**config.mk**
```make
export PLATFORM = sky130hd
export DESIGN_NAME = ems_controller
export DESIGN_NICKNAME = d
export VERILOG_FILES = /design/src/design/ems_pkg.sv /design/src/design/ems_controller.sv
export SDC_FILE = /design/constraint.sdc
export NUM_CORES = 1
export LEC_CHECK = 0
export ABC_AREA = 1
export BUFFER_PORTS_ARGS = -buffer_cell sky130_fd_sc_hd__buf_4
export CELL_PAD_IN_SITES_DETAIL_PLACEMENT = 1
export CELL_PAD_IN_SITES_GLOBAL_PLACEMENT = 1
export CORE_MARGIN = 5
export CORE_UTILIZATION = 25
export CTS_BUF_LIST = sky130_fd_sc_hd__clkbuf_2
export DETAILED_ROUTE_END_ITERATION = 10
export PLACE_DENSITY = 0.66
export REMOVE_ABC_BUFFERS = 1
export SYNTH_ARGS = -nofsm -noshare
export SYNTH_HDL_FRONTEND = slang
export SYNTH_SLANG_ARGS = --single-unit
```
**constraint.sdc**
```tcl
create_clock -name clk_i -period 1.7 [get_ports clk_i]
set_clock_uncertainty 0.15 [all_clocks]
set_input_delay 0.17 -clock clk_i [delete_from_list [all_inputs] [get_ports clk_i]]
set_output_delay 0.17 -clock clk_i [all_outputs]
set_load 0.02 [all_outputs]
```
**src/design/ems_pkg.sv**
```systemverilog
// ----------------------------------------------------------------------------
// ems_pkg: shared types and constants of the external merge sorter
// Beat structs, operation and status codes, and the controller command set.
// ----------------------------------------------------------------------------
`default_nettype none

package ems_pkg;

  localparam int VALUE_WIDTH       = 32;
  localparam int STORE_DEPTH_DEF   = 1024;
  localparam int MAX_RUNS_DEF      = 64;
  localparam int CFG_W             = 11;

  localparam logic [CFG_W-1:0] RUN_MIN   = 11'd16;
  localparam logic [CFG_W-1:0] RUN_MAX   = 11'd1024;
  localparam logic [CFG_W-1:0] RUN_RESET = 11'd64;

  localparam logic [1:0] OP_PUSH    = 2'd0;
  localparam logic [1:0] OP_PULL    = 2'd1;
  localparam logic [1:0] OP_RESTART = 2'd2;

  localparam logic [1:0] ST_PULLED = 2'd0;
  localparam logic [1:0] ST_EMPTY  = 2'd1;
  localparam logic [1:0] ST_DONE   = 2'd2;
  localparam logic [1:0] ST_DROP   = 2'd3;

  typedef struct packed {
    logic [1:0]                    operation;
    logic signed [VALUE_WIDTH-1:0] value;
  } in_beat_t;

  typedef struct packed {
    logic signed [VALUE_WIDTH-1:0] result_value;
    logic [1:0]                    status;
    logic                          final_value;
  } out_beat_t;

  typedef enum logic [4:0] {
    CMD_NONE,
    CMD_LOAD,
    CMD_DISP,
    CMD_INS_I,
    CMD_INS_X,
    CMD_INS_CHK,
    CMD_INS_CMP,
    CMD_CLOSE,
    CMD_B_INIT,
    CMD_B_RUN,
    CMD_B_TAB,
    CMD_B_VAL,
    CMD_SU,
    CMD_SU_CMP,
    CMD_P_START,
    CMD_P_TOP,
    CMD_P_TAB,
    CMD_P_NEW,
    CMD_P_LAST,
    CMD_SD,
    CMD_SD_L,
    CMD_SD_R,
    CMD_SD_C,
    CMD_RESP
  } dp_cmd_e;

  typedef struct packed {
    dp_cmd_e    cmd;
    logic [1:0] resp;
  } dp_ctrl_t;

  typedef struct packed {
    logic op_push;
    logic op_pull;
    logic op_restart;
    logic drop;
    logic close_now;
    logic draining;
    logic open_nonempty;
    logic i_done;
    logic j_at_open;
    logic key_lt_store;
    logic runs_done;
    logic key_lt_heap;
    logic k_zero;
    logic hsize_zero;
    logic run_more;
    logic l_in;
    logic r_in;
    logic child_lt_key;
    logic out_free;
  } dp_stat_t;

endpackage

`default_nettype wire

```
**src/design/ems_controller.sv**
```systemverilog
// ----------------------------------------------------------------------------
// ems_controller: sequencer of the merge sorter
// Steps run sorting, heap build, pop and sift through the datapath.
// ----------------------------------------------------------------------------
`default_nettype none

module ems_controller (
  input  wire logic              clk_i,
  input  wire logic              rst_ni,
  input  wire logic              in_valid_i,
  output logic                   in_stall_o,
  input  wire ems_pkg::dp_stat_t stat_i,
  output ems_pkg::dp_ctrl_t      ctrl_o
);
  import ems_pkg::*;

  typedef enum logic [4:0] {
    S_IDLE, S_DISP, S_INS_I, S_INS_X, S_INS_CHK, S_INS_CMP, S_CLOSE,
    S_B_INIT, S_B_RUN, S_B_TAB, S_B_VAL, S_SU, S_SU_CMP,
    S_P_START, S_P_TOP, S_P_TAB, S_P_NEW, S_P_LAST,
    S_SD, S_SD_L, S_SD_R, S_SD_C, S_RESP
  } state_e;

  state_e     state_q;
  logic       ret_build_q;
  logic [1:0] resp_q;

  assign in_stall_o = state_q != S_IDLE;
  assign ctrl_o.resp = resp_q;

  always_comb begin
    case (state_q)
      S_IDLE:    ctrl_o.cmd = in_valid_i ? CMD_LOAD : CMD_NONE;
      S_DISP:    ctrl_o.cmd = CMD_DISP;
      S_INS_I:   ctrl_o.cmd = CMD_INS_I;
      S_INS_X:   ctrl_o.cmd = CMD_INS_X;
      S_INS_CHK: ctrl_o.cmd = CMD_INS_CHK;
      S_INS_CMP: ctrl_o.cmd = CMD_INS_CMP;
      S_CLOSE:   ctrl_o.cmd = CMD_CLOSE;
      S_B_INIT:  ctrl_o.cmd = CMD_B_INIT;
      S_B_RUN:   ctrl_o.cmd = CMD_B_RUN;
      S_B_TAB:   ctrl_o.cmd = CMD_B_TAB;
      S_B_VAL:   ctrl_o.cmd = CMD_B_VAL;
      S_SU:      ctrl_o.cmd = CMD_SU;
      S_SU_CMP:  ctrl_o.cmd = CMD_SU_CMP;
      S_P_START: ctrl_o.cmd = CMD_P_START;
      S_P_TOP:   ctrl_o.cmd = CMD_P_TOP;
      S_P_TAB:   ctrl_o.cmd = CMD_P_TAB;
      S_P_NEW:   ctrl_o.cmd = CMD_P_NEW;
      S_P_LAST:  ctrl_o.cmd = CMD_P_LAST;
      S_SD:      ctrl_o.cmd = CMD_SD;
      S_SD_L:    ctrl_o.cmd = CMD_SD_L;
      S_SD_R:    ctrl_o.cmd = CMD_SD_R;
      S_SD_C:    ctrl_o.cmd = CMD_SD_C;
      S_RESP:    ctrl_o.cmd = stat_i.out_free ? CMD_RESP : CMD_NONE;
      default:   ctrl_o.cmd = CMD_NONE;
    endcase
  end

  always_ff @(posedge clk_i or negedge rst_ni) begin
    if (!rst_ni) begin
      state_q <= S_IDLE;
      ret_build_q <= 1'b0;
      resp_q <= ST_DONE;
    end else begin
      case (state_q)
        S_IDLE: begin
          if (in_valid_i) state_q <= S_DISP;
        end
        S_DISP: begin
          if (stat_i.op_restart) begin
            resp_q <= ST_DONE;
            state_q <= S_RESP;
          end else if (stat_i.op_push) begin
            if (stat_i.drop) begin
              resp_q <= ST_DROP;
              state_q <= S_RESP;
            end else if (stat_i.close_now) begin
              ret_build_q <= 1'b0;
              state_q <= S_INS_I;
            end else begin
              resp_q <= ST_DONE;
              state_q <= S_RESP;
            end
          end else if (stat_i.op_pull) begin
            if (stat_i.draining) begin
              state_q <= S_P_START;
            end else if (stat_i.open_nonempty) begin
              ret_build_q <= 1'b1;
              state_q <= S_INS_I;
            end else begin
              state_q <= S_B_INIT;
            end
          end else begin
            state_q <= S_IDLE;
          end
        end
        S_INS_I:   state_q <= stat_i.i_done ? S_CLOSE : S_INS_X;
        S_INS_X:   state_q <= S_INS_CHK;
        S_INS_CHK: state_q <= stat_i.j_at_open ? S_INS_I : S_INS_CMP;
        S_INS_CMP: state_q <= stat_i.key_lt_store ? S_INS_CHK : S_INS_I;
        S_CLOSE: begin
          if (ret_build_q) begin
            state_q <= S_B_INIT;
          end else begin
            resp_q <= ST_DONE;
            state_q <= S_RESP;
          end
        end
        S_B_INIT:  state_q <= S_B_RUN;
        S_B_RUN:   state_q <= stat_i.runs_done ? S_P_START : S_B_TAB;
        S_B_TAB:   state_q <= S_B_VAL;
        S_B_VAL:   state_q <= S_SU;
        S_SU:      state_q <= stat_i.k_zero ? S_B_RUN : S_SU_CMP;
        S_SU_CMP:  state_q <= stat_i.key_lt_heap ? S_SU : S_B_RUN;
        S_P_START: begin
          if (stat_i.hsize_zero) begin
            resp_q <= ST_EMPTY;
            state_q <= S_RESP;
          end else begin
            state_q <= S_P_TOP;
          end
        end
        S_P_TOP:   state_q <= S_P_TAB;
        S_P_TAB:   state_q <= stat_i.run_more ? S_P_NEW : S_P_LAST;
        S_P_NEW:   state_q <= S_SD;
        S_P_LAST:  state_q <= S_SD;
        S_SD: begin
          if (stat_i.l_in) begin
            state_q <= S_SD_L;
          end else begin
            resp_q <= ST_PULLED;
            state_q <= S_RESP;
          end
        end
        S_SD_L:    state_q <= stat_i.r_in ? S_SD_R : S_SD_C;
        S_SD_R:    state_q <= S_SD_C;
        S_SD_C: begin
          if (stat_i.child_lt_key) begin
            state_q <= S_SD;
          end else begin
            resp_q <= ST_PULLED;
            state_q <= S_RESP;
          end
        end
        S_RESP: begin
          if (stat_i.out_free) state_q <= S_IDLE;
        end
        default: state_q <= S_IDLE;
      endcase
    end
  end

endmodule

`default_nettype wire

```
==> results.py <==
metrics = {
    "status": {
        "outcome": "complete, but fails checks",
        "failed_checks": "setup timing",
    },
    "worst_hold_path": {
        "whs_endpoint": "state_q[4]$_DFFE_PN0P_",
        "hold_start": "stat_i[5]",
        "hold_class": "input port to register",
        "hold_depth": 3,
    },
    "floorplan": {
        "die_area_sq_um": 5580,
        "die_w_microns": 74.7,
        "io_pins": 30,
        "start_util_pct": 26.0,
        "core_area_sq_um": 4030,
        "die_h_microns": 74.7,
        "core.rowCount": 23,
    },
    "sta": {
        "min_period_over_period_pct": 115,
        "slew_headroom_pct": 77.4,
        "hold_viol": 0,
        "fin_crit_ns": 1.95,
        "grt_setup_unrepaired": "true",
        "fin_ws_ns": -0.254,
        "setup_viol": 7,
        "finalMaxSlewViolations": 0,
        "fmax_ghz": 0.512,
        "worst_slew_pin_slew_ns": 0.336,
    },
    "setup_path": {
        "critPathCaptureType": "output pin",
        "crit_family": "simple AND/OR/NAND/NOR gates",
        "cp.required_ns": 1.38,
        "crit_path_cell_trace": "nor2_4, nand2_2, nor3_4, nor3_1, nand4_1, buf_4",
        "r2r_cells": 10,
        "crit_fanout": 5,
        "worstPathArrival_ns": 1.63,
        "cp_slowest_cell": "dfrtp_2",
        "crit_buf_inv": 1,
        "critPathKind": "register to output pin",
        "slowest_delay_ns": 0.49,
        "worstSetupStartpointType": "register",
        "r2r_setup_slack_ns": -0.01,
        "reg2reg_from": "state_q[3]$_DFFE_PN0P_",
        "rr_endpoint": "resp_q[0]$_DFFE_PN0P_",
    },
    "drt": {
        "via_per_inst": 4.79,
        "antenna_left": 0,
        "drc": 0,
        "avgRoutedWirePerCell_microns": 14.9,
        "drt_first_pass_iters": 4,
        "routed_wl_microns": 4410,
        "vias": 1414,
        "drtIter0Drc": 45,
    },
    "placement": {
        "place_congestion": 0.858,
        "placed_area_sq_um": 1480,
        "placement.io_buffers": 29,
        "pre_cts_slack_ns": -0.0442,
        "hpwl_microns": 3650,
    },
    "clock_tree": {
        "cts_buffers": 3,
        "clk_latency_ns": 0.26,
        "cts_tree": "yes",
        "cts_root_buf": "clkbuf_2",
        "clkSinkCount": 8,
        "clockBufferDepth": 2,
        "htree_levels": 1,
        "clk_pin_slew_ns": 0.11,
    },
    "power": {
        "p_per_area_nw_per_um2": 1710,
        "irDropWorstVdd_mv": 0.411,
        "p_leak_nw": 0.908,
    },
    "logic_synthesis": {
        "synthCells": 184,
        "synthTopCellsByArea": "nand2_1, dfrtp_1, nor2_1",
        "synth-compound-area-share_pct": 8.25,
        "synth_top_cell_area_share_pct": 19.0,
        "synth_cell_types": 24,
        "seq_area_frac_synth_pct": 19.3,
        "synthMuxAreaShare_pct": 0,
        "synth_adder_area_share_pct": 0,
        "netlist_area_sq_um": 1050,
        "synth_edf_count": 0,
        "synth-seq-cells": 8,
        "synth_simple_gate_area_share_pct": 62.2,
        "synth_xor_area_share_pct": 0,
        "synth_top_family_by_area": "simple AND/OR/NAND/NOR gates",
        "synth_warnings": 0,
        "synthFlopType": "dfrtp_1",
        "postSynth.asyncResetShare_pct": 100,
        "syn_avg_cell_area_sq_um": 5.68,
        "yosysTopAreaCell": "nand2_1",
    },
    "final_layout": {
        "drive_above_1_share_pct": 41.2,
        "final_nets": 268,
        "diodes": 0,
        "final_area_sq_um": 1660,
        "syn2layout_area_growth_pct": 59.0,
        "fillers": 541,
    },
    "global_route": {
        "grt_usage_pct": 16.4,
        "first_global_vias": 1419,
        "antenna_found_initial": 0,
        "overflow": 0,
        "grt_max_degree": 11,
        "grt_pass1_wl_microns": 6820,
    },
    "job": {
        "maxCapViolations": 0,
    },
}
worst max-delay path by stage:
stage | startpoint | end | slack [ns] | cells after the start
after detailed placement | state_q[0]$_DFFE_PN0P_ | ctrl_o[4] | -0.04 | 8
after global routing | state_q[0]$_DFFE_PN0P_ | ctrl_o[5] | -0.33 | 7
after global placement | state_q[1]$_DFFE_PN0P_ | ctrl_o[4] | -0.05 | 7
after CTS | state_q[0]$_DFFE_PN0P_ | ctrl_o[5] | -0.28 | 6
after floorplan | state_q[4]$_DFFE_PN0P_ | ctrl_o[2] | -0.01 | 5
final | state_q[0]$_DFFE_PN0P_ | ctrl_o[3] | -0.25 | 6
per-layer routing:
layer,GRT usage (%),vias up,share of wire (%)
met1,20.6,661,44
met5,0,-,0
met4,4.74,0,0.77
met2,30.2,27,52
met3,0.935,2,3.3
li1,-,724,-
layout make-up:
| cell class | instances | area, sq um | area share, % |
|---|---|---|---|
| multi-input cells | 148 | 810 | 48.7 |
| clock buffers | 4 | 20.0 | 1.20 |
| well taps | 50 | 62.6 | 3.76 |
| inverters | 26 | 103 | 6.17 |
| repair buffers | 59 | 463 | 27.8 |
| flip-flops and latches | 8 | 205 | 12.3 |
worst min-delay path: stages:
cell and delay, ns:
buf_4 0.08, nand2_1 0.05, nand4_1 0.08
synthesized netlist by cell type, types with 2 or more instances:
cell,number
nand3b_1,3
a21oi_1,4
o21a_1,2
nor2_1,25
nand2_1,53
nand3_1,15
nor2_4,3
nor3_1,11
dfrtp_1,7
buf_2,2
nor2_2,2
nand2_2,4
inv_2,4
o21ai_1,2
o21ai_0,7
nand4_1,10
nor3_2,2
inv_1,21
nand3_4,2
timing repair:
item / 4_1_cts / 5_1_grt
gates cloned: 0 / 0
hold buffers: 2 / 0
pin swaps: 2 / 8
endpoints found under the setup margin: 8 / 11
endpoints found under the hold margin: 9 / 0
buffers inserted: 2 / 4
gates resized for setup: 9 / 20
report_power, final:
group / leakage, nW / internal, W / switching (W) / total (W)
Sequential: 0.0960 / 0.000294 / 0.000121 / 0.000416
Combinational: 0.796 / 0.000959 / 0.00132 / 0.00228
Clock: 0.0166 / 0.0000624 / 0.0000754 / 0.000138
Total: 0.908 / 0.00132 / 0.00152 / 0.00284
metrics by stage:
stage	hold slack, ns	cells	power (W)	setup TNS, ns	utilization [%]
after floorplan	-0.276	182	0.00154	-0.0116	-
after global routing	0.0172	295	0.00305	-2.03	41.3
after global placement	-0.151	283	0.00238	-0.191	36.8
after detailed placement	-0.150	283	0.00240	-0.148	36.8
after CTS	0.0235	291	0.00264	-1.55	38.8
final	0.0330	295	0.00284	-1.24	41.3
cells in the final DEF, fill, tap and decap left out, drive strengths merged:
cell         netlist  final
nor2              30     30
nand2             57     57
nand3b             3      3
o21a               2      2
dfstp              1      1
nand3             18     18
clkinv             1      1
clkbuf             0      4
nand4             10     10
a21oi              4      4
dfrtp              7      7
o22ai              1      1
buf                2     57
dlygate4sd3        0      2
or2                1      1
inv               25     25
nor3              13     13
o21ai              9      9
cell families (layout without fill, tap and decap cells):
kind of cell,Yosys count,after routing
compound gates,16,16
buf+inv,28,89
flops,8,8
simple gates,132,132
state kept, by name, indices dropped and copies added (netlist names):
register / count
state_q: 5
ret_build_q: 1
resp_q: 2
Power figures use the tool's default switching activity.
